### src/rtl/core/esd_pkg.sv
// shared types and constants for the escape sequence decoder
// used by esd_front, esd_queue, esd_back and the top level; no dependencies
`default_nettype none

package esd_pkg;

   // decode mode codes
   localparam logic [2:0] MODE_NORMAL = 3'd0;
   localparam logic [2:0] MODE_ESC    = 3'd1;
   localparam logic [2:0] MODE_U0     = 3'd2;
   localparam logic [2:0] MODE_U3     = 3'd5;

   // character codes
   localparam logic [7:0] CHAR_BSL = 8'h5C;
   localparam logic [7:0] CHAR_N   = 8'h6E;
   localparam logic [7:0] CHAR_R   = 8'h72;
   localparam logic [7:0] CHAR_T   = 8'h74;
   localparam logic [7:0] CHAR_F   = 8'h66;
   localparam logic [7:0] CHAR_B   = 8'h62;
   localparam logic [7:0] CHAR_U   = 8'h75;

   // control bytes produced by the simple escapes
   localparam logic [7:0] CTRL_LF = 8'h0A;
   localparam logic [7:0] CTRL_CR = 8'h0D;
   localparam logic [7:0] CTRL_HT = 8'h09;
   localparam logic [7:0] CTRL_FF = 8'h0C;
   localparam logic [7:0] CTRL_BS = 8'h08;

   // utf-8 lead and continuation prefixes
   localparam logic [2:0] UTF8_LEAD2 = 3'b110;
   localparam logic [3:0] UTF8_LEAD3 = 4'b1110;
   localparam logic [1:0] UTF8_CONT  = 2'b10;

   // entries in the queue between front and back
   localparam int QUEUE_DEPTH = 2;
   localparam int CMD_BYTES   = 5;

   // one decoded burst: up to five result bytes from one request
   typedef struct packed {
      logic [CMD_BYTES-1:0][7:0] data;
      logic [2:0]                count;
      logic                      done;
   } esd_cmd_type;

   // hex digit check: bit 4 valid, bits 3:0 value
   function automatic logic [4:0] hex_value(input logic [7:0] b);
      logic [4:0] r;
      r = 5'd0;
      if (b >= 8'h30 && b <= 8'h39) begin
         r = {1'b1, 4'(b - 8'h30)};
      end else if (b >= 8'h41 && b <= 8'h46) begin
         r = {1'b1, 4'(b - 8'h37)};
      end else if (b >= 8'h61 && b <= 8'h66) begin
         r = {1'b1, 4'(b - 8'h57)};
      end
      return r;
   endfunction

endpackage

`default_nettype wire

### src/rtl/core/esd_front.sv
// front part: accepts request bytes, tracks the escape state and builds bursts
// depends on esd_pkg
`default_nettype none

module esd_front
   import esd_pkg::*;
(
   input  wire logic        clock,
   input  wire logic        reset,
   input  wire logic        in_valid,
   input  wire logic [7:0]  in_byte,
   input  wire logic        in_end,
   input  wire logic        queue_full,
   output      logic        in_ready,
   output      logic        push,
   output      esd_cmd_type push_cmd
);

   logic [2:0]      mode_ff, mode_in;
   logic [2:0][7:0] held_ff, held_in;
   logic [11:0]     accum_ff, accum_in;

   logic            fire;
   logic            is_u;
   logic [1:0]      held;
   logic [4:0]      hexv;
   logic [2:0][7:0] digits;
   logic [3:0][7:0] flush;
   logic [15:0]     cp;
   esd_cmd_type     cmd;

   assign in_ready = !queue_full;
   assign fire     = in_valid && !queue_full;
   assign is_u     = (mode_ff >= MODE_U0) && (mode_ff <= MODE_U3);
   assign held     = 2'(mode_ff - MODE_U0);
   assign hexv     = hex_value(in_byte);
   assign cp       = {accum_ff, hexv[3:0]};

   // held digits with the incoming one placed at its slot
   always_comb begin
      digits = held_ff;
      if (hexv[4] && held != 2'd3) begin
         digits[held] = in_byte;
      end
      flush = {digits[2], digits[1], digits[0], CHAR_U};
   end

   // decode one request into a burst and the next escape state
   always_comb begin
      mode_in   = mode_ff;
      held_in   = held_ff;
      accum_in  = accum_ff;
      cmd.data  = '0;
      cmd.count = 3'd0;
      cmd.done  = in_end;
      if (mode_ff == MODE_ESC) begin
         mode_in   = MODE_NORMAL;
         cmd.count = 3'd1;
         unique case (in_byte)
            CHAR_N:  cmd.data[0] = CTRL_LF;
            CHAR_R:  cmd.data[0] = CTRL_CR;
            CHAR_T:  cmd.data[0] = CTRL_HT;
            CHAR_F:  cmd.data[0] = CTRL_FF;
            CHAR_B:  cmd.data[0] = CTRL_BS;
            CHAR_U: begin
               mode_in     = MODE_U0;
               accum_in    = '0;
               cmd.data[0] = CHAR_U;
               cmd.count   = in_end ? 3'd1 : 3'd0;
            end
            default: cmd.data[0] = in_byte;
         endcase
      end else if (is_u) begin
         if (!hexv[4]) begin
            // bad digit: flush literally, then handle the byte as in normal mode
            cmd.data[3:0] = flush;
            cmd.count     = 3'd1 + {1'b0, held};
            mode_in       = MODE_NORMAL;
            if (in_byte == CHAR_BSL) begin
               mode_in = MODE_ESC;
            end else begin
               for (int k = 0; k < CMD_BYTES; k++) begin
                  if (3'(k) == 3'd1 + {1'b0, held}) begin
                     cmd.data[k] = in_byte;
                  end
               end
               cmd.count = 3'd2 + {1'b0, held};
            end
         end else if (held != 2'd3) begin
            held_in  = digits;
            accum_in = {accum_ff[7:0], hexv[3:0]};
            mode_in  = mode_ff + 3'd1;
            if (in_end) begin
               cmd.data[3:0] = flush;
               cmd.count     = 3'd2 + {1'b0, held};
            end
         end else begin
            // fourth digit: utf-8 encode the code point
            mode_in = MODE_NORMAL;
            if (cp[15:7] == '0) begin
               cmd.data[0] = {1'b0, cp[6:0]};
               cmd.count   = 3'd1;
            end else if (cp[15:11] == '0) begin
               cmd.data[0] = {UTF8_LEAD2, cp[10:6]};
               cmd.data[1] = {UTF8_CONT, cp[5:0]};
               cmd.count   = 3'd2;
            end else begin
               cmd.data[0] = {UTF8_LEAD3, cp[15:12]};
               cmd.data[1] = {UTF8_CONT, cp[11:6]};
               cmd.data[2] = {UTF8_CONT, cp[5:0]};
               cmd.count   = 3'd3;
            end
         end
      end else begin
         mode_in = MODE_NORMAL;
         if (in_byte == CHAR_BSL) begin
            mode_in = MODE_ESC;
         end else begin
            cmd.data[0] = in_byte;
            cmd.count   = 3'd1;
         end
      end
      if (in_end) begin
         mode_in = MODE_NORMAL;
      end
   end

   assign push     = fire && (cmd.count != 3'd0);
   assign push_cmd = cmd;

   // escape state registers
   always_ff @(posedge clock) begin
      if (reset) begin
         mode_ff  <= MODE_NORMAL;
         accum_ff <= '0;
      end else if (fire) begin
         mode_ff  <= mode_in;
         accum_ff <= accum_in;
      end
   end

   // held digit bytes, no reset needed
   always_ff @(posedge clock) begin
      if (fire) begin
         held_ff <= held_in;
      end
   end

endmodule

`default_nettype wire

### src/rtl/core/esd_queue.sv
// short queue of decoded bursts between front and back
// depends on esd_pkg
`default_nettype none

module esd_queue
   import esd_pkg::*;
(
   input  wire logic        clock,
   input  wire logic        reset,
   input  wire logic        push,
   input  wire esd_cmd_type push_cmd,
   input  wire logic        pop,
   output      logic        full,
   output      logic        empty,
   output      esd_cmd_type head
);

   localparam int PtrW = $clog2(QUEUE_DEPTH);
   localparam int CntW = $clog2(QUEUE_DEPTH + 1);

   esd_cmd_type         mem_ff [QUEUE_DEPTH];
   logic [PtrW-1:0]     wr_ptr_ff, wr_ptr_in;
   logic [PtrW-1:0]     rd_ptr_ff, rd_ptr_in;
   logic [CntW-1:0]     count_ff, count_in;
   logic                do_push, do_pop;

   assign full    = (count_ff == CntW'(QUEUE_DEPTH));
   assign empty   = (count_ff == '0);
   assign do_push = push && !full;
   assign do_pop  = pop && !empty;
   assign head    = mem_ff[rd_ptr_ff];

   // pointer and fill count update
   always_comb begin
      wr_ptr_in = wr_ptr_ff;
      rd_ptr_in = rd_ptr_ff;
      count_in  = count_ff;
      if (do_push) begin
         wr_ptr_in = (wr_ptr_ff == PtrW'(QUEUE_DEPTH - 1)) ? '0 : wr_ptr_ff + 1'b1;
      end
      if (do_pop) begin
         rd_ptr_in = (rd_ptr_ff == PtrW'(QUEUE_DEPTH - 1)) ? '0 : rd_ptr_ff + 1'b1;
      end
      if (do_push && !do_pop) begin
         count_in = count_ff + 1'b1;
      end else if (do_pop && !do_push) begin
         count_in = count_ff - 1'b1;
      end
   end

   always_ff @(posedge clock) begin
      if (reset) begin
         wr_ptr_ff <= '0;
         rd_ptr_ff <= '0;
         count_ff  <= '0;
      end else begin
         wr_ptr_ff <= wr_ptr_in;
         rd_ptr_ff <= rd_ptr_in;
         count_ff  <= count_in;
      end
   end

   // burst storage
   always_ff @(posedge clock) begin
      if (do_push) begin
         mem_ff[wr_ptr_ff] <= push_cmd;
      end
   end

endmodule

`default_nettype wire

### src/rtl/core/esd_back.sv
// back part: plays out the bytes of the head burst one per cycle while out_ready is high
// depends on esd_pkg
`default_nettype none

module esd_back
   import esd_pkg::*;
(
   input  wire logic        clock,
   input  wire logic        reset,
   input  wire logic        empty,
   input  wire esd_cmd_type head,
   input  wire logic        out_ready,
   output      logic        out_valid,
   output      logic [7:0]  out_byte,
   output      logic        out_last,
   output      logic        out_done,
   output      logic        pop
);

   logic [2:0] idx_ff, idx_in;
   logic       fire;

   assign out_valid = !empty;
   assign out_byte  = head.data[idx_ff];
   assign out_last  = (idx_ff == head.count - 3'd1);
   assign out_done  = out_last && head.done;
   assign fire      = out_valid && out_ready;
   assign pop       = fire && out_last;

   // byte index within the head burst
   always_comb begin
      idx_in = idx_ff;
      if (fire) begin
         idx_in = out_last ? 3'd0 : idx_ff + 3'd1;
      end
   end

   always_ff @(posedge clock) begin
      if (reset) begin
         idx_ff <= 3'd0;
      end else begin
         idx_ff <= idx_in;
      end
   end

endmodule

`default_nettype wire

### src/rtl/core/escape_sequence_decoder.sv
// top level of the backslash escape decoder with utf-8 output
// depends on esd_pkg, esd_front, esd_queue and esd_back
//
// usage:
// - request channel (req_*): one raw byte per request in req_tdata, req_tlast
//   marks the last byte of a string
// - response channel (rsp_*): one decoded byte per response, rsp_tlast marks
//   the final byte caused by one request, rsp_tuser the final byte of the string
// - a request that yields no byte (a backslash, digits of a \u) gives no response
// - a byte accepted on req is written into the registered burst queue and offered on rsp from its head
// - throughput: one request per cycle while each yields at most one byte and
//   rsp_tready stays high; a request yielding n bytes holds the response side
//   until all n are taken, as the back part has a single byte-per-cycle port
// - a two-entry burst queue parts the sides, so requests keep flowing while
//   a response waits; once both entries are held, req_tready drops
// - when the receiver stalls, the offered byte holds until taken
// - reset clears the escape state and empties the queue; no clearing pass
`default_nettype none

module escape_sequence_decoder
   import esd_pkg::*;
(
   input  wire logic       clock,
   input  wire logic       reset,
   // request channel
   input  wire logic       req_tvalid,
   output      logic       req_tready,
   input  wire logic [7:0] req_tdata,   // [7:0] in_byte
   input  wire logic       req_tlast,   // end_of_string
   // response channel
   output      logic       rsp_tvalid,
   input  wire logic       rsp_tready,
   output      logic [7:0] rsp_tdata,   // [7:0] out_byte
   output      logic       rsp_tlast,   // last_of_run
   output      logic       rsp_tuser    // [0] string_done
);

   logic        push, pop, full, empty;
   esd_cmd_type push_cmd, head;

   esd_front u_front (
      .clock      (clock),
      .reset      (reset),
      .in_valid   (req_tvalid),
      .in_byte    (req_tdata),
      .in_end     (req_tlast),
      .queue_full (full),
      .in_ready   (req_tready),
      .push       (push),
      .push_cmd   (push_cmd)
   );

   esd_queue u_queue (
      .clock    (clock),
      .reset    (reset),
      .push     (push),
      .push_cmd (push_cmd),
      .pop      (pop),
      .full     (full),
      .empty    (empty),
      .head     (head)
   );

   esd_back u_back (
      .clock     (clock),
      .reset     (reset),
      .empty     (empty),
      .head      (head),
      .out_ready (rsp_tready),
      .out_valid (rsp_tvalid),
      .out_byte  (rsp_tdata),
      .out_last  (rsp_tlast),
      .out_done  (rsp_tuser),
      .pop       (pop)
   );

endmodule

`default_nettype wire
### config.mk
export PLATFORM = sky130hd
export DESIGN_NAME = escape_sequence_decoder
export DESIGN_NICKNAME = d
export VERILOG_FILES = /design/src/rtl/core/esd_pkg.sv /design/src/rtl/core/esd_front.sv /design/src/rtl/core/esd_queue.sv /design/src/rtl/core/esd_back.sv /design/src/rtl/core/escape_sequence_decoder.sv
export SDC_FILE = /design/constraint.sdc
export NUM_CORES = 1
export LEC_CHECK = 0
export ABC_AREA = 1
export BUFFER_PORTS_ARGS = -buffer_cell sky130_fd_sc_hd__clkbuf_2
export CORE_ASPECT_RATIO = 0.5
export CORE_MARGIN = 2
export CORE_UTILIZATION = 30
export DETAILED_ROUTE_END_ITERATION = 12
export PLACE_DENSITY_LB_ADDON = 0.2
export SYNTH_ARGS = -nofsm -noshare
export SYNTH_HDL_FRONTEND = slang
export SYNTH_HIERARCHICAL = 1
export SYNTH_SLANG_ARGS = --single-unit
### constraint.sdc
create_clock -name clock -period 9.6 [get_ports clock]
set_input_delay 1.92 -clock clock [delete_from_list [all_inputs] [get_ports clock]]
set_output_delay 1.92 -clock clock [all_outputs]
set_load 0.02 [all_outputs]
==> flow_results.org, run 1 <==
** Timing
- Setup repair after global routing left no endpoint under its margin.
- The final critical path takes up 54.5% of the cycle.
- The final hold violation count is 0.
- Max-slew violation count :: 0
- Worst-case clock skew :: 19.8 ps
- # setup viols final :: 0
- Highest clock rate :: 191 MHz
- At the pin with the least slew margin, the transition time is 1000 ps.
- After layout, the minimum clock period comes to 5240 ps.
- Measured against its own limit, the worst slew margin works out to 33.1%.
- Setup TNS Final :: 0 ps

** Synth
- Counting distinct cell types in the post-synthesis netlist gives 45.
- Per-instance average area after synthesis :: 8.87 sq um
- Cell types occupying the most area after synthesis :: sky130_fd_sc_hd__edfxtp_1 41%, sky130_fd_sc_hd__nand2_1 9.8%, sky130_fd_sc_hd__mux2_4 7.4%
- The commonest cells after synthesis are 212 x sky130_fd_sc_hd__nand2_1, 116 x sky130_fd_sc_hd__inv_1, 112 x sky130_fd_sc_hd__edfxtp_1.
- Count of synthesis-stage warnings from yosys :: 6
- Among all cell types in the netlist, the one instantiated most often is sky130_fd_sc_hd__nand2_1.
- Cell type contributing the most total cell area after synthesis :: sky130_fd_sc_hd__edfxtp_1
- Post-synth ARST share :: 0%
- Number of nets in the synthesized netlist :: 942
- Most used flip-flop cell after synthesis :: sky130_fd_sc_hd__edfxtp_1
- Of the synthesized area, sequential elements account for 47.1%.
- Syn Std Cell Area :: 0.00811 sq mm
- In this run the biggest area consumer among cell types represents 41.5% of the synthesized area.
- The synthesized design contains 112 enable-type register cells.
- #FFs+latches synth :: 135
- Synth Instances :: 915

** Die
- Pin placement for this block handled 25 I/O pins.
- The die covers 0.0285 sq mm.
- Initial core utilization :: 30.6%
- The core region is 0.0265 sq mm.
- Die X-Extent :: 237 um
- The floorplan step set the die height to 120 um.
- # rows :: 42

** Power
- Combinational logic burns 28.3% of the power.
- Across the VDD grid, the largest voltage drop is 0.123 mV.
- Net switching is 34.5% of the power.
- Proportion of power drawn by flip-flops and latches :: 38.9%
- Internal power component :: 1.35 mW
- Power spread over the standard cell area amounts to 229 mW/mm^2.
- Per report_power, the clock group accounts for 32.8% of the total.
- In this run the static leakage power is 3.78 nW.
- The analysis attributes to net switching a power of 710 uW.

** Clock network
- Clock-pin slew was measured on the worst setup and hold paths at 60 ps.
- CTS built an H-tree with a depth of 4.
- Later-pin clock latency in the skew report :: 430 ps
- Post-CTS Hold Buffers :: 0
- Max Root-Sink Buffers :: 2
- Post_cts resized :: 0
- CTS root buffer :: sky130_fd_sc_hd__clkbuf_16
- TritonCTS built the clock tree.
- Inserted Clock Buffers :: 17
- Buffer count from post-CTS setup fixing :: 0
- Count of clock tree sinks :: 135

** Placement
- Input and output buffers added on the ports amount to 24.
- Detailed Place HPWL :: 16.9 mm
- RD Place Congestion :: 0.871

** Setup path
- Required arrival time at the worst endpoint :: 9670 ps
- Data arrival, critical path :: 5310 ps
- Kind of start point of the critical path :: primary input
- The critical path is of the in -> reg type.
- In this run the worst path has a maximum fanout of 36.
- The worst setup path is captured at a register.

** Layout
- Fill cells in the final layout number 2,753.
- Layout Area Growth over Synthesis :: 11.2%
- Layout net count :: 955
- Post-layout util :: 34.1%
- Share of layout cells above drive strength 1 :: 16.2%
- Antenna diode instance count :: 0

** Detailed routing
- DRC violations left :: 0
- The detail route stage leaves a number of antenna-violating nets equal to 0.
- Drt pass-1 iters :: 5
- After the first detailed-routing iteration, the DRC count stood at 619.
- In the routed layout, each cell is associated on average with a via count of 4.95.
- Routed Wire Length :: 23.4 mm
- Across all layers, the routed design uses 6,406 vias.
- Final routed wire length divided by cell count :: 18.1 um

** Global route
- Initial antenna violation count :: 0
- Pin count of the biggest net entering global routing :: 45
- The number of global-route vias before repair came to 5,998.
- Gr usage total :: 16.8%
- Wire length of the first global-routing pass :: 35.7 mm
- For this run the aggregate overflow at the end of global routing stands at 0.

** Status
- Status :: complete, no violations

** Hold path
- In this run the worst hold path is classified as reg -> reg.

** Flow run
- Across the run, the number of max-cap violations was 0.
[logic make-up after synthesis]
logic type | Yosys count | synth area share [%]
buf+inv | 165 | 10.1
compound gates | 154 | 10.4
mux | 44 | 7.96
simple gates | 400 | 21.9
xor+xnor | 3 | 0.324
flops | 135 | 47.1
fa+ha+maj | 14 | 2.16
[stage by stage]
| stage | power (mW) | setup WS (ps) | cells | hold WS, ps | area (sq um) |
|---|---|---|---|---|---|
| global placement | 1.40 | 4050 | 1261 | 469 | 8420 |
| finish | 2.06 | 4360 | 1293 | 482 | 9020 |
| floorplan | 1.23 | 3860 | 915 | 446 | 8110 |
| detailed placement | 1.40 | 3930 | 1261 | 473 | 8420 |
| CTS | 2.08 | 4380 | 1293 | 482 | 9020 |
| global route | 2.18 | 4010 | 1293 | 507 | 9020 |
[registers in the layout, summed over array words and instances (netlist names), named ones only]
signal	count
u_back/idx_ff	3
u_queue/rd_ptr_ff	1
u_queue/mem_ff	88
u_front/held_ff	24
u_queue/count_ff	2
u_front/mode_ff	3
u_queue/wr_ptr_ff	1
u_front/accum_ff	12
[critical path, cell delays in order]
cell	delay, ps
sky130_fd_sc_hd__clkbuf_2	180
sky130_fd_sc_hd__clkinv_1	340
sky130_fd_sc_hd__ha_1	380
sky130_fd_sc_hd__nand2_4	90
sky130_fd_sc_hd__nand3_4	80
sky130_fd_sc_hd__nand2_4	130
sky130_fd_sc_hd__nand2_8	180
sky130_fd_sc_hd__inv_1	440
sky130_fd_sc_hd__nand2_1	100
sky130_fd_sc_hd__nand2_1	80
sky130_fd_sc_hd__nand2_1	50
sky130_fd_sc_hd__nand2_1	60
sky130_fd_sc_hd__nand2_1	70
sky130_fd_sc_hd__a21oi_1	170
sky130_fd_sc_hd__o21ai_2	140
sky130_fd_sc_hd__nor2_4	390
sky130_fd_sc_hd__buf_4	460
[per-layer routing]
layer  vias up  track usage [%]  wire (um)
met5         -                0          0
met4         0             4.91        323
met3        20             3.26       1630
met2       213             25.9      10200
met1      3079             24.0      11200
li1       3094                -          -
[cell usage in the layout (no fill, tap or decap), types with 3 or more instances in the layout]
cell type and n:
sky130_fd_sc_hd__inv_6 6, sky130_fd_sc_hd__o21bai_1 4, sky130_fd_sc_hd__ha_1 14, sky130_fd_sc_hd__nor2_1 72
sky130_fd_sc_hd__mux2_4 40, sky130_fd_sc_hd__xor2_1 3, sky130_fd_sc_hd__inv_1 116, sky130_fd_sc_hd__o21ai_0 52
sky130_fd_sc_hd__o21ai_1 13, sky130_fd_sc_hd__inv_8 5, sky130_fd_sc_hd__nor3_1 10, sky130_fd_sc_hd__dfxtp_1 22
sky130_fd_sc_hd__nand2_2 8, sky130_fd_sc_hd__o211ai_1 3, sky130_fd_sc_hd__inv_2 9, sky130_fd_sc_hd__o22ai_1 7
sky130_fd_sc_hd__o21ai_2 6, sky130_fd_sc_hd__nand2_1 212, sky130_fd_sc_hd__nand3_1 71, sky130_fd_sc_hd__buf_4 6
sky130_fd_sc_hd__nand2_4 4, sky130_fd_sc_hd__mux2_2 4, sky130_fd_sc_hd__a21oi_1 56, sky130_fd_sc_hd__edfxtp_1 112
sky130_fd_sc_hd__nand4_1 4, sky130_fd_sc_hd__a31oi_1 8, sky130_fd_sc_hd__clkbuf_16 17, sky130_fd_sc_hd__nand3_2 4
sky130_fd_sc_hd__nor2_4 3, sky130_fd_sc_hd__clkbuf_2 24
[power groups by stage]
stage / Combinational, mW / Clock [mW] / Sequential, mW
2_1_floorplan: 0.440 / 0 / 0.794
3_5_place_dp: 0.586 / 0 / 0.817
5_1_grt: 0.647 / 0.719 / 0.813
4_1_cts: 0.588 / 0.691 / 0.805
6_report: 0.583 / 0.676 / 0.802
3_3_place_gp: 0.582 / 0 / 0.814
[worst paths after layout]
kind	from	endpoint	slack, ps	cells after the start
setup / recovery	req_tdata[0]	u_queue/mem_ff[0][37]$_DFFE_PP_	4360	17
hold / removal	u_front/accum_ff[11]$_SDFFE_PP0P_	u_front/accum_ff[11]$_SDFFE_PP0P_	480	2
setup reg to reg	u_front/mode_ff[1]$_SDFFE_PP0P_	u_queue/mem_ff[0][37]$_DFFE_PP_	5120	14
hold reg to reg	u_front/accum_ff[11]$_SDFFE_PP0P_	u_front/accum_ff[11]$_SDFFE_PP0P_	480	2
[layout make-up]
type,instances,area (sq um),share of cell area (%)
clock buffer,17,425,4.72
multi-input combinational,615,3490,38.7
tap,352,440,4.88
clock inverter,15,178,1.97
timing repair buffer,30,165,1.83
sequential,135,3820,42.4
inverter,129,494,5.48
Power figures use the tool's default switching activity.
==> run 2: changes to the inputs <==
--- a/config.mk
+++ b/config.mk
@@ -5,7 +5,7 @@
 export SDC_FILE = /design/constraint.sdc
 export NUM_CORES = 1
 export LEC_CHECK = 0
-export ABC_AREA = 1
+export ABC_AREA = 0
 export BUFFER_PORTS_ARGS = -buffer_cell sky130_fd_sc_hd__clkbuf_2
 export CORE_ASPECT_RATIO = 0.5
 export CORE_MARGIN = 2
==> constraint.sdc (replaced) <==
create_clock -name clock -period 4.6 [get_ports clock]
set_input_delay 0.92 -clock clock [delete_from_list [all_inputs] [get_ports clock]]
set_output_delay 0.92 -clock clock [all_outputs]
set_load 0.02 [all_outputs]
==> flow_results.org, run 2 <==
** Die
- After floorplanning, the core was sized to cover 0.0243 sq mm.
- I/O pins :: 25
- # rows :: 40
- Area of the die :: 0.0263 sq mm
- In this run the horizontal extent of the chip is 228 um.
- Initial core utilization :: 30.9%
- Die height :: 116 um

** Global route
- Global routing used 17.7% of the available tracks.
- Global routing finished with a remaining overflow of 0.
- Number of global-route vias before repair :: 5,304
- The first global-routing pass estimated 33.8 mm of wire.
- Pin count of the biggest net entering global routing :: 45
- Initial antenna violation count :: 1

** Clock network
- Inserted Clock Buffers :: 17
- Deepest level of the CTS H-tree :: 4
- The later pin in the worst-skew pair is clocked with a latency of 430 ps.
- The number of hold buffers added after CTS was 0.
- Clock tree synthesis selected as its root buffer the cell sky130_fd_sc_hd__clkbuf_16.
- TritonCTS built the clock tree.
- The tree built by TritonCTS fans out to 135 sinks.
- The clock passes through at most 2 buffers.
- Buffer count from post-CTS setup fixing :: 0
- Clock transition time at the flip-flop clock pins of the worst setup and hold paths :: 60 ps
- Post_cts resized :: 0

** Synth
- Of all flip-flops after synthesis, the portion carrying an async set or reset was 0%.
- Most repeated cell in the gate-level netlist after synthesis :: sky130_fd_sc_hd__edfxtp_1
- After Yosys synthesis, full adders, half adders and majority gates account for 2.34% of the synthesized area.
- Cell types occupying the most area after synthesis :: sky130_fd_sc_hd__edfxtp_1 45%, sky130_fd_sc_hd__mux2_2 8.6%, sky130_fd_sc_hd__dfxtp_1 6.1%
- After synthesis, the largest area contributor takes up 44.9% of total cell area.
- Of the synthesized area, sequential elements account for 51.0%.
- Number of distinct library cells after synthesis :: 77
- The portion of synthesized area spent on multiplexers is 13.8%.
- Xor and xnor area share after synthesis :: 1.35%
- Summing the areas of all and, or, nand and nor instances in the mapped netlist gives 12.2% of the synthesized area.
- Dominant combinational cell family by area after synthesis :: compound AO/OA/AOI/OAI gates
- The cell area that synthesis handed to floorplanning was 0.00750 sq mm.
- Counting every net in the synthesized netlist gives 679.
- Count of synthesis-stage warnings from yosys :: 6
- Synth Instances :: 652
- Commonest cells in the synthesized netlist :: 112 x sky130_fd_sc_hd__edfxtp_1, 62 x sky130_fd_sc_hd__nand2_1, 57 x sky130_fd_sc_hd__mux2_2
- #FFs+latches synth :: 135
- Per-instance average area after synthesis :: 11.5 sq um
- EDFF count, synth :: 112
- Most used flip-flop cell after synthesis :: sky130_fd_sc_hd__edfxtp_1
- Cell type contributing the most total cell area after synthesis :: sky130_fd_sc_hd__edfxtp_1
- Fraction of the mapped netlist area in compound gates :: 14.9%

** Detailed routing
- Drt pass-1 iters :: 6
- DRC violations left :: 0
- Final routed wire length divided by cell count :: 21.8 um
- In the routed layout, each cell is associated on average with a via count of 5.43.
- Via total after detailed routing :: 5,578
- Routed Wire Length :: 22.4 mm
- For this block, the initial DRC count from the detailed router was 682.
- Count of antenna-violating nets left after detailed routing :: 0

** Layout
- Flip-flop count of the largest register, all copies and words added :: 88
- In the final layout, flip-flops and latches occupy 0.00382 sq mm.
- Cells with a size suffix above 1 make up 22.9% of the layout.
- Counting flops per register, the top entry is u_queue/mem_ff.
- Antenna diode instance count :: 0
- Multi-input logic area :: 0.00335 sq mm
- Layout Area Growth over Synthesis :: 14.8%
- The largest registers in the layout are u_queue/mem_ff (88), u_front/held_ff (24), u_front/accum_ff (12).
- The library cells used most frequently in the layout, excluding fill and tap cells, are 112 x sky130_fd_sc_hd__edfxtp_1, 62 x sky130_fd_sc_hd__nand2_1, 57 x sky130_fd_sc_hd__mux2_2.
- Total of fill cells in the finished design :: 2,418
- Layout net count :: 705
- Leading cell type in the layout, fill and taps excluded :: sky130_fd_sc_hd__edfxtp_1

** Setup path
- Destination of the worst register-to-register timing path :: u_queue/mem_ff[0][10]$_DFFE_PP_
- Kind of cell adding the most delay to the critical path :: simple AND/OR/NAND/NOR gates
- Worst reg-to-reg path cell count :: 12
- Data on the critical path is required at its endpoint by 4950 ps.
- Kind of start point of the critical path :: primary input
- Most frequent cell on the critical path :: sky130_fd_sc_hd__a21oi_1
- The startpoint identified for the worst register-to-register timing path is u_front/mode_ff[1]$_SDFFE_PP0P_.
- Data arrival, critical path :: 4280 ps
- Library cell contributing the largest single delay on the critical path :: sky130_fd_sc_hd__nor4b_1
- Peak fanout along the critical path :: 13
- Buf/Inv on CP :: 3
- Crit path capture type :: register
- Register-to-register setup slack :: 710 ps
- On the worst path, the slowest cell contributes a delay of 650 ps.
- Ordered cell list for the critical path :: clkbuf_2 -> nor2b_1 -> buf_4 -> and4b_1 -> nand2_1 -> nor4b_1 -> a21oi_1 -> o311a_1 -> inv_1 -> nor2_1 -> ha_1 -> or3_1 -> a21oi_1
- By startpoint and endpoint, the worst setup path is classified as in -> reg.

** Flow run
- Max_cap viols :: 0

** Timing
- The worst pin sits at a relative slew slack of 36.5%.
- Setup WS post-layout :: 674 ps
- Setup TNS Final :: 0 ps
- Unrepaired setup endpoints after global routing :: false
- Max-slew violation count :: 0
- At the pin with the least slew margin, the transition time is 950 ps.
- Setup violations remaining at the end of the flow were counted as 0.
- Final Critical Period :: 3930 ps
- Final cycle utilization of the critical path :: 85.3%
- Number of hold-slack violations in the final timing report :: 0
- Based on the critical path, the design can be clocked at up to 255 MHz.
- Worst-case clock skew :: 16.8 ps

** Power
- Summed over all cells, the static leakage comes to 3.07 nW.
- Power consumption :: 4.11 mW
- Peak VDD IR :: 0.285 mV
- Total power divided by cell area :: 478 mW/mm^2

** Placement
- The count of buffers added on input and output ports is 24.
- Prior to clock tree synthesis, the placed netlist has a worst setup slack of 319 ps.
- At the end of routability-driven placement, the weighted congestion stood at 0.961.
- Detailed Place HPWL :: 15.7 mm

** Status
- Status :: complete, no violations

** Hold path
- The path with the worst hold slack has its endpoint at u_queue/wr_ptr_ff$_SDFFE_PP0P_.
- The worst hold path begins at u_queue/wr_ptr_ff$_SDFFE_PP0P_.
- The worst hold path passes through 2 cells.
- The min-delay analysis places its worst path in the category reg -> reg.
run 2: changes by cell type after synthesis, moves of 12 or more:
| cell | before | now |
|---|---|---|
| sky130_fd_sc_hd__inv_1 | 116 | 29 |
| sky130_fd_sc_hd__mux2_4 | 40 | 0 |
| sky130_fd_sc_hd__nand2_1 | 212 | 62 |
| sky130_fd_sc_hd__o21ai_0 | 52 | 31 |
| sky130_fd_sc_hd__a211oi_1 | 1 | 13 |
| sky130_fd_sc_hd__clkbuf_1 | 7 | 20 |
| sky130_fd_sc_hd__mux2_2 | 4 | 57 |
| sky130_fd_sc_hd__mux2i_1 | 0 | 18 |
| sky130_fd_sc_hd__a21oi_1 | 56 | 29 |
| sky130_fd_sc_hd__o21ai_1 | 13 | 1 |
| sky130_fd_sc_hd__nor2_1 | 74 | 45 |
| sky130_fd_sc_hd__nand3_1 | 71 | 5 |
run 2: worst max-delay path by stage:
stage	startpoint	depth (start not counted)	end
floorplan	req_tdata[1]	8	u_front/held_ff[0]$_DFFE_PP_
global placement	req_tdata[6]	13	u_queue/count_ff[1]$_SDFFE_PP0P_
detailed placement	req_tdata[6]	13	u_queue/count_ff[1]$_SDFFE_PP0P_
CTS	req_tdata[6]	13	u_queue/count_ff[1]$_SDFFE_PP0P_
global route	req_tdata[1]	13	u_queue/mem_ff[0][30]$_DFFE_PP_
finish	req_tdata[6]	13	u_queue/count_ff[1]$_SDFFE_PP0P_
run 2: routing by layer:
layer	vias to the layer above	global-route usage, %	part of all wire, %
li1	2545	-	-
met1	2776	26.6	50
met2	220	24.2	40
met3	37	4.34	7.9
met4	0	6.36	2.3
met5	-	0	0
run 2: worst min-delay path: cells and delay by family, from the launching register on:
kind	cells	cell delay (ps)
AO/OA/AOI/OAI	2	140
flip-flops	1	320
run 2: cells by family (layout without fill, tap and decap cells):
group | Yosys count | count (layout)
compound gates | 158 | 158
xor+xnor | 9 | 9
fa+ha+maj | 14 | 14
buf+inv | 71 | 110
flops | 135 | 135
mux | 83 | 83
simple gates | 182 | 182
run 2: through the flow:
stage	hold WS (ps)	area, sq um	util, %	std cells
6_report	506	8610	35.5	1027
5_1_grt	528	8610	35.5	1027
4_1_cts	499	8610	35.5	1027
3_5_place_dp	488	8040	33.1	995
3_3_place_gp	477	8040	33.1	995
2_1_floorplan	452	7500	-	652
run 2: area by class of cell:
class                   count  area share (%)
flip-flops and latches    135            44.4
multi-input cells         446            38.9
inverters                  29            1.31
repair buffers             49            3.87
well taps                 336            4.88
clock buffers              17            4.94
clock inverters            15            1.64
run 2: report_power, final:
group / switching (mW) / internal [mW] / leakage [nW]
clock: 0.584 / 0.755 / 0.274
sequential: 0.0815 / 1.61 / 1.24
combinational: 0.661 / 0.421 / 1.56
